### config.mk
export PLATFORM = sky130hd
export DESIGN_NAME = block_mean_color_mosaic_unit_flat
export DESIGN_NICKNAME = d
export VERILOG_FILES = /design/src/mmc_pkg.sv /design/src/mmc_pix_if.sv /design/src/mmc_mean_if.sv /design/src/mmc_div.sv /design/src/mmc_datapath.sv /design/src/mmc_ctrl.sv /design/src/block_mean_color_mosaic_unit.sv /design/src/flat_wrapper.sv
export VERILOG_INCLUDE_DIRS = /design/src /design/src/src
export SDC_FILE = /design/constraint.sdc
export NUM_CORES = 2
export LEC_CHECK = 0
export ABC_AREA = 1
export BUFFER_PORTS_ARGS = -buffer_cell sky130_fd_sc_hd__buf_2
export CORE_MARGIN = 10
export CORE_UTILIZATION = 35
export DETAILED_ROUTE_END_ITERATION = 7
export PLACE_DENSITY_LB_ADDON = 0.25
export SYNTH_ARGS = -nofsm -noshare
export SYNTH_HDL_FRONTEND = slang
export SYNTH_SLANG_ARGS = --single-unit
### constraint.sdc
create_clock -name clk -period 7 [get_ports clk]
set_input_delay 0.7 -clock clk [delete_from_list [all_inputs] [get_ports clk]]
set_output_delay 0.7 -clock clk [all_outputs]
set_load 0.03 [all_outputs]
### src/assert_macros.svh
// ---------------------------------------------------------------------------
// assert_macros.svh
// Clocked assertion shorthands shared by the mosaic block.
// ---------------------------------------------------------------------------
`ifndef ASSERT_MACROS_SVH
`define ASSERT_MACROS_SVH

// same-cycle implication, disabled while reset is asserted
`define ASSERT_IMPL(lbl, clk, rst_n, ante, cons, msg) \
	lbl: assert property (@(posedge clk) disable iff (!rst_n) (ante) |-> (cons)) \
		else $error(msg);

// next-cycle implication, disabled while reset is asserted
`define ASSERT_NEXT(lbl, clk, rst_n, ante, cons, msg) \
	lbl: assert property (@(posedge clk) disable iff (!rst_n) (ante) |=> (cons)) \
		else $error(msg);

`endif

### src/mmc_pkg.sv
// ---------------------------------------------------------------------------
// mmc_pkg
// Shared types, constants and helpers of the block mean color mosaic unit.
// ---------------------------------------------------------------------------
package mmc_pkg;

	localparam int CHAN_W = 8;
	localparam int CTR_W  = 6;
	localparam int CFG_W  = 7;
	localparam int CNT_W  = 13;
	localparam int ADDR_W = 4;
	localparam int DATA_W = 32;

	localparam logic [CHAN_W-1:0] CHAN_MAX  = 8'hFF;
	localparam logic [CFG_W-1:0]  CFG_LIMIT = 7'd64;
	localparam logic [CFG_W-1:0]  CFG_RESET = 7'd8;

	localparam int MAX_BLOCK_COLS_DEF = 64;
	localparam int MAX_BLOCK_SIDE_DEF = 64;

	typedef enum logic [1:0] {
		REG_BLOCK_WIDTH   = 2'd0,
		REG_BLOCK_HEIGHT  = 2'd1,
		REG_BLOCKS_ACROSS = 2'd2,
		REG_BLOCKS_DOWN   = 2'd3
	} mmc_reg_t;

	typedef enum logic [1:0] {
		S_IDLE,
		S_ADD,
		S_DIV,
		S_DONE
	} mmc_state_t;

	typedef struct packed {
		logic capture;
		logic accum;
		logic div_load;
		logic div_step;
		logic out_load;
	} mmc_cmd_t;

	typedef struct packed {
		logic blk_end;
	} mmc_sts_t;

	// accumulator width for a given largest block side
	function automatic int sum_bits(input int side);
		return $clog2(side * side * 255 + 1);
	endfunction

	// 0 acts as 1, anything above top saturates
	function automatic logic [CFG_W-1:0] clamp_cfg(input logic [CFG_W-1:0] v,
			input logic [CFG_W-1:0] top);
		logic [CFG_W-1:0] r;
		r = v;
		if (v == '0) begin
			r = 7'd1;
		end else if (v > top) begin
			r = top;
		end
		return r;
	endfunction

endpackage

### src/mmc_pix_if.sv
// ---------------------------------------------------------------------------
// mmc_pix_if
// Pixel channel: one RGB pixel per beat.
// ---------------------------------------------------------------------------
interface mmc_pix_if;
	logic                      valid;
	logic                      ready;
	logic [mmc_pkg::CHAN_W-1:0] pix_red;
	logic [mmc_pkg::CHAN_W-1:0] pix_green;
	logic [mmc_pkg::CHAN_W-1:0] pix_blue;

	modport source (output valid, output pix_red, output pix_green, output pix_blue,
		input ready);
	modport sink (input valid, input pix_red, input pix_green, input pix_blue,
		output ready);
endinterface

### src/mmc_mean_if.sv
// ---------------------------------------------------------------------------
// mmc_mean_if
// Block result channel: mean color and block position per beat.
// ---------------------------------------------------------------------------
interface mmc_mean_if;
	logic                       valid;
	logic                       ready;
	logic [mmc_pkg::CHAN_W-1:0] mean_red;
	logic [mmc_pkg::CHAN_W-1:0] mean_green;
	logic [mmc_pkg::CHAN_W-1:0] mean_blue;
	logic [mmc_pkg::CTR_W-1:0]  out_block_row;
	logic [mmc_pkg::CTR_W-1:0]  out_block_col;
	logic                       frame_last;

	modport source (output valid, output mean_red, output mean_green, output mean_blue,
		output out_block_row, output out_block_col, output frame_last, input ready);
	modport sink (input valid, input mean_red, input mean_green, input mean_blue,
		input out_block_row, input out_block_col, input frame_last, output ready);
endinterface

### src/mmc_div.sv
// ---------------------------------------------------------------------------
// mmc_div
// Restoring divider lane, one quotient bit per step, mean saturated to 8 bits.
// ---------------------------------------------------------------------------
module mmc_div #(
	parameter int NUM_W = 20
) (
	input  logic                       clk,
	input  logic                       ld,
	input  logic                       step,
	input  logic [NUM_W-1:0]           num,
	input  logic [mmc_pkg::CNT_W-1:0]  den,
	output logic [mmc_pkg::CHAN_W-1:0] mean
);
	localparam int CW = mmc_pkg::CNT_W;

	logic [NUM_W-1:0] quo_q;
	logic [CW-1:0]    rem_q;
	logic [CW-1:0]    den_q;
	logic [CW:0]      rem_sh;
	logic [CW+1:0]    diff;

	assign rem_sh = {rem_q, quo_q[NUM_W-1]};
	assign diff   = {1'b0, rem_sh} - {2'b00, den_q};

	always_ff @(posedge clk) begin
		if (ld) begin
			quo_q <= num;
			rem_q <= '0;
			den_q <= den;
		end else if (step) begin
			if (!diff[CW+1]) begin
				rem_q <= diff[CW-1:0];
				quo_q <= {quo_q[NUM_W-2:0], 1'b1};
			end else begin
				rem_q <= rem_sh[CW-1:0];
				quo_q <= {quo_q[NUM_W-2:0], 1'b0};
			end
		end
	end

	assign mean = (quo_q > NUM_W'(mmc_pkg::CHAN_MAX)) ? mmc_pkg::CHAN_MAX
		: quo_q[mmc_pkg::CHAN_W-1:0];
endmodule

### src/mmc_datapath.sv
// ---------------------------------------------------------------------------
// mmc_datapath
// Position counters, per-column sum memory, divider lanes and result register.
// ---------------------------------------------------------------------------
module mmc_datapath #(
	parameter int MAX_BLOCK_COLS = mmc_pkg::MAX_BLOCK_COLS_DEF,
	parameter int MAX_BLOCK_SIDE = mmc_pkg::MAX_BLOCK_SIDE_DEF,
	parameter int SUM_W          = mmc_pkg::sum_bits(mmc_pkg::MAX_BLOCK_SIDE_DEF)
) (
	input  logic                       clk,
	input  logic                       arst_n,
	input  mmc_pkg::mmc_cmd_t          cmd,
	output mmc_pkg::mmc_sts_t          sts,
	input  logic [mmc_pkg::CFG_W-1:0]  block_width,
	input  logic [mmc_pkg::CFG_W-1:0]  block_height,
	input  logic [mmc_pkg::CFG_W-1:0]  blocks_across,
	input  logic [mmc_pkg::CFG_W-1:0]  blocks_down,
	input  logic [mmc_pkg::CHAN_W-1:0] pix_red,
	input  logic [mmc_pkg::CHAN_W-1:0] pix_green,
	input  logic [mmc_pkg::CHAN_W-1:0] pix_blue,
	output logic [mmc_pkg::CHAN_W-1:0] mean_red,
	output logic [mmc_pkg::CHAN_W-1:0] mean_green,
	output logic [mmc_pkg::CHAN_W-1:0] mean_blue,
	output logic [mmc_pkg::CTR_W-1:0]  out_block_row,
	output logic [mmc_pkg::CTR_W-1:0]  out_block_col,
	output logic                       frame_last
);
	localparam int COL_AW = (MAX_BLOCK_COLS > 1) ? $clog2(MAX_BLOCK_COLS) : 1;
	localparam logic [SUM_W-1:0] SUM_LIMIT = SUM_W'(MAX_BLOCK_SIDE * MAX_BLOCK_SIDE * 255);
	localparam logic [mmc_pkg::CFG_W-1:0] SIDE_TOP = (MAX_BLOCK_SIDE < 64)
		? mmc_pkg::CFG_W'(MAX_BLOCK_SIDE) : mmc_pkg::CFG_LIMIT;
	localparam logic [mmc_pkg::CFG_W-1:0] COL_TOP = (MAX_BLOCK_COLS < 64)
		? mmc_pkg::CFG_W'(MAX_BLOCK_COLS) : mmc_pkg::CFG_LIMIT;
	localparam int CW  = mmc_pkg::CTR_W;
	localparam int FW  = mmc_pkg::CFG_W;
	localparam int CHW = mmc_pkg::CHAN_W;

	logic [FW-1:0] bw, bh, ba, bd;
	logic          x_end, y_end, c_end, r_end;
	logic [8:0]    col_ext, col_cap;
	logic [COL_AW-1:0] addr;

	logic [CW-1:0] x_q, y_q, col_q, row_q;

	logic [2:0][SUM_W-1:0] mem [MAX_BLOCK_COLS];
	logic [MAX_BLOCK_COLS-1:0] vld_q;

	logic [2:0][CHW-1:0]   px_s1;
	logic [2:0][SUM_W-1:0] rd_s1;
	logic                  vld_s1;
	logic [COL_AW-1:0]     addr_s1;
	logic                  blk_end_s1;
	logic                  row_clr_s1;
	logic [CW-1:0]         row_s1, col_s1;
	logic                  last_s1;
	logic [mmc_pkg::CNT_W-1:0] cnt_s1;
	logic [2*FW-1:0]       cnt_full;

	logic [2:0][SUM_W:0]   sum_wide;
	logic [2:0][SUM_W-1:0] sum_new;
	logic [2:0][CHW-1:0]   lane_mean;

	logic [2:0][CHW-1:0]   mean_q;
	logic [CW-1:0]         row_q_out, col_q_out;
	logic                  last_q;

	assign bw = mmc_pkg::clamp_cfg(block_width, SIDE_TOP);
	assign bh = mmc_pkg::clamp_cfg(block_height, SIDE_TOP);
	assign ba = mmc_pkg::clamp_cfg(blocks_across, COL_TOP);
	assign bd = mmc_pkg::clamp_cfg(blocks_down, mmc_pkg::CFG_LIMIT);

	assign x_end = ({1'b0, x_q} + 7'd1) >= bw;
	assign y_end = ({1'b0, y_q} + 7'd1) >= bh;
	assign c_end = ({1'b0, col_q} + 7'd1) >= ba;
	assign r_end = ({1'b0, row_q} + 7'd1) >= bd;

	assign col_ext  = 9'(col_q);
	assign col_cap  = (col_ext >= 9'(MAX_BLOCK_COLS)) ? 9'(MAX_BLOCK_COLS - 1) : col_ext;
	assign addr     = col_cap[COL_AW-1:0];
	assign cnt_full = bw * bh;

	// raster position
	always_ff @(posedge clk or negedge arst_n) begin
		if (!arst_n) begin
			x_q        <= '0;
			y_q        <= '0;
			col_q      <= '0;
			row_q      <= '0;
			blk_end_s1 <= 1'b0;
			row_clr_s1 <= 1'b0;
		end else if (cmd.capture) begin
			blk_end_s1 <= x_end && y_end;
			row_clr_s1 <= x_end && c_end && y_end;
			if (!x_end) begin
				x_q <= x_q + 1'b1;
			end else begin
				x_q <= '0;
				if (!c_end) begin
					col_q <= col_q + 1'b1;
				end else begin
					col_q <= '0;
					if (!y_end) begin
						y_q <= y_q + 1'b1;
					end else begin
						y_q   <= '0;
						row_q <= r_end ? '0 : row_q + 1'b1;
					end
				end
			end
		end
	end

	// column valid bits; an invalid column reads as a zero sum
	always_ff @(posedge clk or negedge arst_n) begin
		if (!arst_n) begin
			vld_q <= '0;
		end else if (cmd.accum) begin
			if (row_clr_s1) begin
				vld_q <= '0;
			end else begin
				vld_q[addr_s1] <= 1'b1;
			end
		end
	end

	always_ff @(posedge clk) begin
		if (cmd.capture) begin
			rd_s1 <= mem[addr];
		end
		if (cmd.accum) begin
			mem[addr_s1] <= sum_new;
		end
	end

	always_ff @(posedge clk) begin
		if (cmd.capture) begin
			px_s1   <= {pix_red, pix_green, pix_blue};
			vld_s1  <= vld_q[addr];
			addr_s1 <= addr;
			row_s1  <= row_q;
			col_s1  <= col_q;
			last_s1 <= c_end && r_end;
			cnt_s1  <= cnt_full[mmc_pkg::CNT_W-1:0];
		end
	end

	always_comb begin
		for (int c = 0; c < 3; c++) begin
			sum_wide[c] = (vld_s1 ? {1'b0, rd_s1[c]} : '0) + (SUM_W + 1)'(px_s1[c]);
			sum_new[c]  = (sum_wide[c] > {1'b0, SUM_LIMIT}) ? SUM_LIMIT
				: sum_wide[c][SUM_W-1:0];
		end
	end

	mmc_div #(.NUM_W(SUM_W)) u_div_red (
		.clk  (clk),
		.ld   (cmd.div_load),
		.step (cmd.div_step),
		.num  (sum_new[2]),
		.den  (cnt_s1),
		.mean (lane_mean[2])
	);

	mmc_div #(.NUM_W(SUM_W)) u_div_green (
		.clk  (clk),
		.ld   (cmd.div_load),
		.step (cmd.div_step),
		.num  (sum_new[1]),
		.den  (cnt_s1),
		.mean (lane_mean[1])
	);

	mmc_div #(.NUM_W(SUM_W)) u_div_blue (
		.clk  (clk),
		.ld   (cmd.div_load),
		.step (cmd.div_step),
		.num  (sum_new[0]),
		.den  (cnt_s1),
		.mean (lane_mean[0])
	);

	always_ff @(posedge clk) begin
		if (cmd.out_load) begin
			mean_q    <= lane_mean;
			row_q_out <= row_s1;
			col_q_out <= col_s1;
			last_q    <= last_s1;
		end
	end

	assign sts.blk_end   = blk_end_s1;
	assign mean_red      = mean_q[2];
	assign mean_green    = mean_q[1];
	assign mean_blue     = mean_q[0];
	assign out_block_row = row_q_out;
	assign out_block_col = col_q_out;
	assign frame_last    = last_q;
endmodule

### src/mmc_ctrl.sv
// ---------------------------------------------------------------------------
// mmc_ctrl
// Sequencer: pixel capture, accumulate, divide, result hand-off.
// ---------------------------------------------------------------------------
`include "assert_macros.svh"

module mmc_ctrl #(
	parameter int DIV_STEPS = mmc_pkg::sum_bits(mmc_pkg::MAX_BLOCK_SIDE_DEF)
) (
	input  logic              clk,
	input  logic              arst_n,
	input  logic              in_valid,
	output logic              in_ready,
	output logic              out_valid,
	input  logic              out_ready,
	input  mmc_pkg::mmc_sts_t sts,
	output mmc_pkg::mmc_cmd_t cmd
);
	localparam int SCW = $clog2(DIV_STEPS + 1);

	mmc_pkg::mmc_state_t state_q, state_nx;
	logic [SCW-1:0]      step_cnt_q;
	logic                out_vld_q;
	logic                slot_free;

	assign slot_free = !out_vld_q || out_ready;

	always_comb begin
		state_nx = state_q;
		case (state_q)
			mmc_pkg::S_IDLE: begin
				if (in_valid) begin
					state_nx = mmc_pkg::S_ADD;
				end
			end
			mmc_pkg::S_ADD: begin
				state_nx = sts.blk_end ? mmc_pkg::S_DIV : mmc_pkg::S_IDLE;
			end
			mmc_pkg::S_DIV: begin
				if (step_cnt_q == SCW'(DIV_STEPS - 1)) begin
					state_nx = mmc_pkg::S_DONE;
				end
			end
			mmc_pkg::S_DONE: begin
				if (slot_free) begin
					state_nx = mmc_pkg::S_IDLE;
				end
			end
			default: state_nx = mmc_pkg::S_IDLE;
		endcase
	end

	always_comb begin
		cmd      = '0;
		in_ready = 1'b0;
		case (state_q)
			mmc_pkg::S_IDLE: begin
				in_ready    = 1'b1;
				cmd.capture = in_valid;
			end
			mmc_pkg::S_ADD: begin
				cmd.accum    = 1'b1;
				cmd.div_load = sts.blk_end;
			end
			mmc_pkg::S_DIV: begin
				cmd.div_step = 1'b1;
			end
			mmc_pkg::S_DONE: begin
				cmd.out_load = slot_free;
			end
			default: begin
				cmd = '0;
			end
		endcase
	end

	always_ff @(posedge clk or negedge arst_n) begin
		if (!arst_n) begin
			state_q    <= mmc_pkg::S_IDLE;
			step_cnt_q <= '0;
			out_vld_q  <= 1'b0;
		end else begin
			state_q <= state_nx;
			if (cmd.div_load) begin
				step_cnt_q <= '0;
			end else if (cmd.div_step) begin
				step_cnt_q <= step_cnt_q + 1'b1;
			end
			if (cmd.out_load) begin
				out_vld_q <= 1'b1;
			end else if (out_ready) begin
				out_vld_q <= 1'b0;
			end
		end
	end

	assign out_valid = out_vld_q;

	`ASSERT_IMPL(a_no_overwrite, clk, arst_n, cmd.out_load, !out_vld_q || out_ready, "pending result overwritten")
	`ASSERT_NEXT(a_cap_to_add, clk, arst_n, cmd.capture, state_q == mmc_pkg::S_ADD, "capture not followed by accumulate")
	`ASSERT_NEXT(a_blk_to_div, clk, arst_n, state_q == mmc_pkg::S_ADD && sts.blk_end, state_q == mmc_pkg::S_DIV, "block end did not start divide")
	`ASSERT_IMPL(a_full_div, clk, arst_n, state_q == mmc_pkg::S_DONE && $past(state_q) == mmc_pkg::S_DIV, $past(step_cnt_q) == SCW'(DIV_STEPS - 1), "divide cut short")
endmodule

### src/block_mean_color_mosaic_unit.sv
// ---------------------------------------------------------------------------
// block_mean_color_mosaic_unit
// Block-average mosaic: per-block mean RGB of a raster pixel stream.
// ---------------------------------------------------------------------------
// Throughput: each pixel is captured, then accumulated before the next is taken;
//   a pixel that closes a block holds the input through the bit-serial divide.
// Result: registered after the divide that follows the block's last pixel beat.
// A waiting result does not stall pixel intake until the next block result.
// Reset: registers return to 8, position counters and column valid bits to zero.
module block_mean_color_mosaic_unit #(
	parameter int MAX_BLOCK_COLS = mmc_pkg::MAX_BLOCK_COLS_DEF,
	parameter int MAX_BLOCK_SIDE = mmc_pkg::MAX_BLOCK_SIDE_DEF
) (
	input  logic                        clk,
	input  logic                        arst_n,
	mmc_pix_if.sink                     pixel,
	mmc_mean_if.source                  block,
	input  logic                        psel,
	input  logic                        penable,
	input  logic                        pwrite,
	input  logic [mmc_pkg::ADDR_W-1:0]  paddr,
	input  logic [mmc_pkg::DATA_W-1:0]  pwdata,
	output logic [mmc_pkg::DATA_W-1:0]  prdata,
	output logic                        pready
);
	localparam int SUM_W = mmc_pkg::sum_bits(MAX_BLOCK_SIDE);
	localparam int FW    = mmc_pkg::CFG_W;

	logic [FW-1:0] block_width_q, block_height_q, blocks_across_q, blocks_down_q;
	logic          wr_en;
	mmc_pkg::mmc_reg_t reg_sel;
	mmc_pkg::mmc_cmd_t cmd;
	mmc_pkg::mmc_sts_t sts;

	assign pready  = 1'b1;
	assign wr_en   = psel && penable && pwrite && pready;
	assign reg_sel = mmc_pkg::mmc_reg_t'(paddr[3:2]);

	always_ff @(posedge clk or negedge arst_n) begin
		if (!arst_n) begin
			block_width_q   <= mmc_pkg::CFG_RESET;
			block_height_q  <= mmc_pkg::CFG_RESET;
			blocks_across_q <= mmc_pkg::CFG_RESET;
			blocks_down_q   <= mmc_pkg::CFG_RESET;
		end else if (wr_en) begin
			case (reg_sel)
				mmc_pkg::REG_BLOCK_WIDTH:   block_width_q   <= pwdata[FW-1:0];
				mmc_pkg::REG_BLOCK_HEIGHT:  block_height_q  <= pwdata[FW-1:0];
				mmc_pkg::REG_BLOCKS_ACROSS: blocks_across_q <= pwdata[FW-1:0];
				mmc_pkg::REG_BLOCKS_DOWN:   blocks_down_q   <= pwdata[FW-1:0];
				default: ;
			endcase
		end
	end

	always_comb begin
		case (reg_sel)
			mmc_pkg::REG_BLOCK_WIDTH:   prdata = mmc_pkg::DATA_W'(block_width_q);
			mmc_pkg::REG_BLOCK_HEIGHT:  prdata = mmc_pkg::DATA_W'(block_height_q);
			mmc_pkg::REG_BLOCKS_ACROSS: prdata = mmc_pkg::DATA_W'(blocks_across_q);
			mmc_pkg::REG_BLOCKS_DOWN:   prdata = mmc_pkg::DATA_W'(blocks_down_q);
			default:                    prdata = '0;
		endcase
	end

	mmc_ctrl #(.DIV_STEPS(SUM_W)) u_ctrl (
		.clk       (clk),
		.arst_n    (arst_n),
		.in_valid  (pixel.valid),
		.in_ready  (pixel.ready),
		.out_valid (block.valid),
		.out_ready (block.ready),
		.sts       (sts),
		.cmd       (cmd)
	);

	mmc_datapath #(
		.MAX_BLOCK_COLS (MAX_BLOCK_COLS),
		.MAX_BLOCK_SIDE (MAX_BLOCK_SIDE),
		.SUM_W          (SUM_W)
	) u_datapath (
		.clk           (clk),
		.arst_n        (arst_n),
		.cmd           (cmd),
		.sts           (sts),
		.block_width   (block_width_q),
		.block_height  (block_height_q),
		.blocks_across (blocks_across_q),
		.blocks_down   (blocks_down_q),
		.pix_red       (pixel.pix_red),
		.pix_green     (pixel.pix_green),
		.pix_blue      (pixel.pix_blue),
		.mean_red      (block.mean_red),
		.mean_green    (block.mean_green),
		.mean_blue     (block.mean_blue),
		.out_block_row (block.out_block_row),
		.out_block_col (block.out_block_col),
		.frame_last    (block.frame_last)
	);
endmodule

### src/flat_wrapper.sv
// flat-port wrapper written by rule: the top's interface ports become plain ports
module block_mean_color_mosaic_unit_flat 
#(
	parameter int MAX_BLOCK_COLS = mmc_pkg::MAX_BLOCK_COLS_DEF,
	parameter int MAX_BLOCK_SIDE = mmc_pkg::MAX_BLOCK_SIDE_DEF
)
  (clk, arst_n, psel, penable, pwrite, paddr, pwdata, prdata, pready, pixel_valid, pixel_pix_red, pixel_pix_green, pixel_pix_blue, pixel_ready, block_valid, block_mean_red, block_mean_green, block_mean_blue, block_out_block_row, block_out_block_col, block_frame_last, block_ready);
  mmc_pix_if pixel_i ();
  mmc_mean_if block_i ();
  input  logic clk;
  input  logic arst_n;
  input  logic psel;
  input  logic penable;
  input  logic pwrite;
  input  logic [mmc_pkg::ADDR_W-1:0] paddr;
  input  logic [mmc_pkg::DATA_W-1:0] pwdata;
  output logic [mmc_pkg::DATA_W-1:0] prdata;
  output logic pready;
  input wire logic [$bits(pixel_i.valid)-1:0] pixel_valid;
  input wire logic [$bits(pixel_i.pix_red)-1:0] pixel_pix_red;
  input wire logic [$bits(pixel_i.pix_green)-1:0] pixel_pix_green;
  input wire logic [$bits(pixel_i.pix_blue)-1:0] pixel_pix_blue;
  output wire logic [$bits(pixel_i.ready)-1:0] pixel_ready;
  output wire logic [$bits(block_i.valid)-1:0] block_valid;
  output wire logic [$bits(block_i.mean_red)-1:0] block_mean_red;
  output wire logic [$bits(block_i.mean_green)-1:0] block_mean_green;
  output wire logic [$bits(block_i.mean_blue)-1:0] block_mean_blue;
  output wire logic [$bits(block_i.out_block_row)-1:0] block_out_block_row;
  output wire logic [$bits(block_i.out_block_col)-1:0] block_out_block_col;
  output wire logic [$bits(block_i.frame_last)-1:0] block_frame_last;
  input wire logic [$bits(block_i.ready)-1:0] block_ready;
  assign pixel_i.valid = pixel_valid;
  assign pixel_i.pix_red = pixel_pix_red;
  assign pixel_i.pix_green = pixel_pix_green;
  assign pixel_i.pix_blue = pixel_pix_blue;
  assign pixel_ready = pixel_i.ready;
  assign block_valid = block_i.valid;
  assign block_mean_red = block_i.mean_red;
  assign block_mean_green = block_i.mean_green;
  assign block_mean_blue = block_i.mean_blue;
  assign block_out_block_row = block_i.out_block_row;
  assign block_out_block_col = block_i.out_block_col;
  assign block_frame_last = block_i.frame_last;
  assign block_i.ready = block_ready;
  block_mean_color_mosaic_unit #(.MAX_BLOCK_COLS(MAX_BLOCK_COLS), .MAX_BLOCK_SIDE(MAX_BLOCK_SIDE)) u_core (.clk(clk), .arst_n(arst_n), .pixel(pixel_i), .block(block_i), .psel(psel), .penable(penable), .pwrite(pwrite), .paddr(paddr), .pwdata(pwdata), .prdata(prdata), .pready(pready));
endmodule
# Word level (Yosys, flattened, before mapping)
# Memory sizes are Yosys's and may differ from the RTL's. A register that Yosys moved wholly into a read port is not among the register bits.
# Cells that the tools add are included.
[op_classes]
add_sub_neg = 15
n_mul = 1
n_lt_le_gt_ge = 18
n_eq_ne = 10
muxes = 53
bitwise = 1
n_reduce_logical = 25
[op_table]
columns = ["op", "count"]
rows = [
  ["$mux 20", 12],
  ["$pmux 32 s4", 1],
  ["$mux 64", 1],
  ["$or 64x64->64", 1],
  ["$add 20x8->21", 3],
  ["$gt 21x20->1 const B", 3],
  ["$gt 20x8->1 const B", 3],
  ["$mux 7", 8],
  ["$sub 14x13->15", 3],
  ["$mux 13", 3],
  ["$mux 6", 5],
  ["$add 6x1->7 const B", 4],
  ["$ge 7x7->1", 4],
  ["$gt 7x7->1 const B", 4],
  ["$logic_not 7->1", 4],
  ["$add 6x1->6 const B", 4],
  ["$lt 6x7->1 const B", 2],
  ["$mul 7x7->13", 1],
  ["$mux 1", 13],
  ["$mux 2", 5],
  ["$mux 5", 2],
  ["$reduce_and 2->1", 5],
  ["$eq 2x2->1 const B", 4],
  ["$pmux 2 s4", 1],
  ["other kinds (15)", 27],
]
[totals]
register_bits = 332
ramBits = 3840
in_bits = 67
output_inout_bits = 72
elab_cells = 160
n_memories = 1
[memory_table]
columns = ["memory", "words", "word_bits", "read_ports", "rd_ports_with_merged_regs", "write_ports", "line_no", "text"]
rows = [
  ["u_core.u_datapath.mem", 64, 60, 1, 1, 1, "mmc_datapath.sv:45", "logic [2:0][SUM_W-1:0] mem [MAX_BLOCK_COLS];"],
]

# Longest topological paths before layout
[depth]
depth_word = 6
ltp_mapped = 25
depth_no_buf = 24

# Cells and area by module
# A second synthesis with hierarchy kept.
[unflattened]
cells_unflattened = 14678
area_unflattened_um2 = 175894.9
[modules_own_cells]
columns = ["module", "n_inst", "cells_each", "area_each_um2", "seq_area_each_um2"]
rows = [
  ["mmc_datapath", 1, 13283, 164865.6, 122007.0],
  ["mmc_div", 3, 377, 2966.6, 1251.2],
  ["block_mean_color_mosaic_unit", 1, 201, 1649.1, 705.7],
  ["mmc_ctrl", 1, 63, 480.5, 200.2],
]

# Worst setup path before layout
# No wires, ideal clock.
[synth_timing]
path_type = "flip-flop to flip-flop"
startpoint = "register u_core.u_datapath.vld_s1"
endpoint = "memory u_core.u_datapath.mem[0][10] (netlist bit), data pin"
setup_ns = 0.549
arrival_time_ns = 4.844
required_time_ns = 6.451
slack_ns = 1.608
path_stages_with_launch = 22
path_buffers = 5
path_cell_list = "edfxtp_1 -> buf_6 -> buf_4 -> clkbuf_1 -> clkbuf_1 -> nand2_1 -> inv_1 -> ha_1 -> inv_1 -> fa_1 -> inv_1 -> nand2_1 -> nand2_1 -> nand3_1 -> nand2_1 -> nand3_1 -> xnor2_1 -> nor2_1 -> nand3_2 -> nand2_1 -> buf_2 -> a21oi_1"
[synth_lines]
columns = ["item", "line_no", "text"]
rows = [
  ["from (decl)", "mmc_datapath.sv:50", "logic vld_s1;"],
  ["from (signal assigned)", "mmc_datapath.sv:138", "vld_s1 <= vld_q[addr];"],
  ["to (decl)", "mmc_datapath.sv:45", ""],
]

==> flow_summary.json <==
{
  "outcome": "finished clean",
  "route.vias.total": 115286,
  "final_core_utilization_pct": 39.8,
  "drive_gt1_share_pct": 8.03,
  "global_route.overflow_total": 0,
  "cp.arrival_ns": 6.07,
  "grt_usage_pct": 20.0,
  "die-area_sq_mm": 0.521,
  "pwr-share-comb_pct": 34.0,
  "timing_worst_slew_pin_value_ns": 1.28,
  "max-cap-violations": 0,
  "required_ns": 7.82,
  "place_inst": 20028,
  "synth_mux_area_share_pct": 0,
  "detailedRoute.firstIterationViolations": 12581,
  "h-tree-depth": 5,
  "timing.max_slew.rel_slack_pct": 14.4,
  "core_area_sq_mm": 0.490,
  "reg2reg_slack_ns": 1.75,
  "hold_class": "input pin to flip-flop",
  "yosys.cell_types.count": 48,
  "grt_start_max_net_pins": 186,
  "avgSynthCellArea_sq_um": 12.3,
  "num_io_pins": 139,
  "postSynthCellCount": 14064,
  "first_global_vias": 108211,
  "starting_density_pct": 35.1,
  "ys_seq_area_share_pct": 73.0,
  "worst_setup_path_startpoint": "u_core.u_datapath.vld_s1$_DFFE_PP_",
  "synth_commonest_cells": "4061 x sky130_fd_sc_hd__edfxtp_1, 2839 x sky130_fd_sc_hd__nor2_1, 2568 x sky130_fd_sc_hd__o21ai_0, 1185 x sky130_fd_sc_hd__o22ai_1, 1110 x sky130_fd_sc_hd__nand2_1",
  "cts-buffers-inserted": 430,
  "dpl_cell_area_sq_mm": 0.181,
  "multi_input_area_sq_mm": 0.0420,
  "cts_buffer_depth": 4,
  "p_int_w": 0.0542,
  "power_switching_w": 0.0333,
  "die_height_um": 722,
  "wire_per_inst_um": 26.0,
  "yosys.area_share.simple_pct": 9.72,
  "fmax_mhz": 190,
  "r2r-start": "u_core.u_datapath.vld_s1$_DFFE_PP_",
  "setup.worst_path.class": "flip-flop to flip-flop",
  "min-delay-start": "pwdata[3]",
  "cts_hold_repair.buffers": 31,
  "cts_tree": "yes",
  "post_synth_xor_area_fraction_pct": 0.279,
  "io_buffer_count": 85,
  "cts_root_buffer": "sky130_fd_sc_hd__clkbuf_16",
  "yosys.area_share.adder_pct": 1.25,
  "drt_wl_total_mm": 543,
  "area_used_by_sequential_logic_in_the_layout_sq_mm": 0.126,
  "num-fill-cells": 46130,
  "place.detailed.hpwl_mm": 279,
  "timing.final.crit_period_ns": 5.25,
  "detail-route-antenna-nets": 0,
  "yosysWarnings": 0,
  "netSwitchingFraction_pct": 38.0,
  "critical_path.max_fanout": 34,
  "initial_antenna_violation_count": 13,
  "clock_skew_ns": 0.0403,
  "die_w_um": 722,
  "total_power_per_unit_cell_area_mw_per_mm2": 448,
  "timing_max_transition_violations_final": 0,
  "rows": 257,
  "synth_compound_gate_area_share_pct": 12.5,
  "mappedNetlistArea_sq_mm": 0.172,
  "ir_drop_mv": 0.467,
  "synthMostInstantiatedCell": "sky130_fd_sc_hd__edfxtp_1",
  "crit_path_start_kind": "flip-flop",
  "ys_dominant_reg_cell": "sky130_fd_sc_hd__edfxtp_1",
  "drcViolationCount": 0,
  "share_seq_of_total_power_pct": 40.4,
  "ctsResizeCount": 0,
  "final_nets": 14238,
  "hold_viol_final": 0,
  "timing.hold.ws_ns": 0.0686,
  "power.clock.fraction_pct": 25.5,
  "layout_worst_path_cycle_share_pct": 75.0,
  "crit_path_top_delay_cell": "sky130_fd_sc_hd__a21oi_4",
  "grt_setup_unrepaired": "no",
  "worstSetupEndpointType": "flip-flop",
  "area_growth_pct": 13.3,
  "clkLatencyLatePin_ns": 1.04,
  "detail_route.first_pass.iterations": 6,
  "netlist.area_leader.share_pct": 70.8,
  "post_cts_buffers": 0,
  "yosys-top-cells-area": "sky130_fd_sc_hd__edfxtp_1 71%, sky130_fd_sc_hd__o21ai_0 7.5%, sky130_fd_sc_hd__nor2_1 6.2%",
  "leak_pwr_nw": 65.3,
  "final_area_sq_mm": 0.195,
  "cts.reportedPaths.clkPinSlew_ns": 0.06,
  "critPathMostFrequentCell": "sky130_fd_sc_hd__nand2_1",
  "synth_top_family_by_area": "compound AO/OA/AOI/OAI gates",
  "synth_async_reset_ratio_pct": 2.98,
  "setup_total_negative_slack_ns": 0,
  "post_layout_nonfiller_instances": 20845,
  "synth-edff-count": 4061,
  "detail_route.vias_per_cell": 5.53,
  "top_cell_type_by_total_area_after_synthesis": "sky130_fd_sc_hd__edfxtp_1",
  "crit_chain": "buf_4 > nand2_1 > fa_1 > inv_1 > nand2_1 > nand2_1 > nand3_1 > nand2_1 > nand2_1 > nand2_1 > nand2_1 > nor2_1 > nand3_1 > nand3_2 > nand2_1 > a21oi_4 > buf_4",
  "wire_length_of_the_first_global_routing_pass_mm": 778,
  "synth-seq-cells": 4226,
  "rd_place_congestion": 0.843,
  "cp_slowest_stage_delay_ns": 1.07,
  "clkSinkCount": 4226,
  "setup_viol_count_final": 0
}
-- logic make-up (layout without fill, tap and decap cells) --
logic type      Yosys count  count (layout)
compound gates         3999            3999
xor+xnor                 55              55
fa+ha+maj               155             155
buf+inv                1343            1621
flops                  4226            4226
other cells               2              30
simple gates           4284            4284
-- metal layers --
layer	GRT usage (%)	vias up	part of all wire, %
li1	-	51218	-
met1	28.1	58861	43
met2	32.4	4325	47
met3	2.10	880	6.5
met4	6.57	2	3.5
met5	0	-	0.0024
-- power by group through the flow --
stage          clock network (W)  logic (W)  registers (W)
2_1_floorplan                  0     0.0180         0.0358
3_3_place_gp                   0     0.0296         0.0358
3_5_place_dp                   0     0.0297         0.0359
4_1_cts                   0.0226     0.0298         0.0353
5_1_grt                   0.0237     0.0326         0.0355
6_report                  0.0223     0.0298         0.0353
-- cells in the final DEF, fill, tap and decap left out, types with 16 or more instances in the layout --
master	n
sky130_fd_sc_hd__edfxtp_1	4061
sky130_fd_sc_hd__nor2_1	2749
sky130_fd_sc_hd__o21ai_0	2568
sky130_fd_sc_hd__o22ai_1	1185
sky130_fd_sc_hd__nand2_1	1109
sky130_fd_sc_hd__clkbuf_16	440
sky130_fd_sc_hd__inv_1	390
sky130_fd_sc_hd__buf_4	237
sky130_fd_sc_hd__nand3_1	152
sky130_fd_sc_hd__ha_1	126
sky130_fd_sc_hd__a21oi_1	117
sky130_fd_sc_hd__dfrtp_1	116
sky130_fd_sc_hd__clkinv_1	103
sky130_fd_sc_hd__clkbuf_1	101
sky130_fd_sc_hd__nor2_4	90
sky130_fd_sc_hd__buf_12	87
sky130_fd_sc_hd__buf_2	84
sky130_fd_sc_hd__clkinv_2	76
sky130_fd_sc_hd__o21ai_1	71
sky130_fd_sc_hd__nand4_1	66
sky130_fd_sc_hd__nor3_1	43
sky130_fd_sc_hd__dfxtp_1	39
sky130_fd_sc_hd__xor2_1	33
sky130_fd_sc_hd__dlygate4sd3_1	31
sky130_fd_sc_hd__fa_1	29
sky130_fd_sc_hd__nand3_2	27
sky130_fd_sc_hd__conb_1	26
sky130_fd_sc_hd__bufinv_16	25
sky130_fd_sc_hd__xnor2_1	22
sky130_fd_sc_hd__nor4_1	16
-- worst max-delay path, delay by kind of cell, from the launching register on --
family / cells / cell delay (ns)
AND/OR/NAND/NOR: 12 / 1.84
flip-flops: 1 / 0.73
AO/OA/AOI/OAI: 1 / 1.07
buffers and inverters: 3 / 0.89
adder cells (fa/ha/maj): 1 / 0.42
-- area by class of cell --
class	instances	area share, %
Clock buffer	551	5.90
Timing Repair Buffer	440	2.18
Clock inverter	231	0.970
Multi-Input combinational cell	8519	21.5
Tap cell	6475	4.15
Sequential cell	4226	64.5
Antenna cell	4	0.00513
Inverter	399	0.788
-- state kept, by name (all words and copies together), names as in the netlist, 7 cells and up, named ones only --
signal                               flops
u_core.u_datapath.u_div_green.rem_q     13
u_core.u_datapath.u_div_blue.rem_q      13
u_core.u_datapath.mem                 3840
u_core.u_datapath.mean_red               8
u_core.u_datapath.mean_blue              8
u_core.u_datapath.vld_q                 64
u_core.u_datapath.rd_s1                 60
u_core.block_width_q                     7
u_core.u_datapath.u_div_red.rem_q       13
u_core.u_datapath.cnt_s1                13
u_core.block_height_q                    7
u_core.u_datapath.u_div_green.quo_q     20
u_core.u_datapath.u_div_red.quo_q       20
u_core.u_datapath.u_div_blue.quo_q      20
u_core.u_datapath.mean_green             8
u_core.u_datapath.px_s1                 24
u_core.blocks_across_q                   7
u_core.u_datapath.u_div_green.den_q     13
u_core.blocks_down_q                     7
-- worst paths after layout --
kind | endpoint | depth (start not counted)
setup / recovery | u_core.u_datapath.mem[22][10]$_DFFE_PP_ | 17
min in group asynchronous | u_core.u_ctrl.out_valid$_DFFE_PN0P_ | 2
hold / removal | u_core.block_width_q[3]$_DFFE_PN1P_ | 3
setup reg to reg | u_core.u_datapath.mem[22][10]$_DFFE_PP_ | 17
max in group asynchronous | u_core.u_datapath.col_q[0]$_DFFE_PN0P_ | 3
hold reg to reg | u_core.u_datapath.out_block_row[0]$_DFFE_PP_ | 0
-- stage by stage --
step | total power (W) | setup slack [ns]
global route | 0.0917 | 1.30
finish | 0.0874 | 1.75
CTS | 0.0878 | 1.68
detailed placement | 0.0656 | 1.73
floorplan | 0.0538 | 1.61
global placement | 0.0654 | 1.77
(Power assumes the default switching activity.)
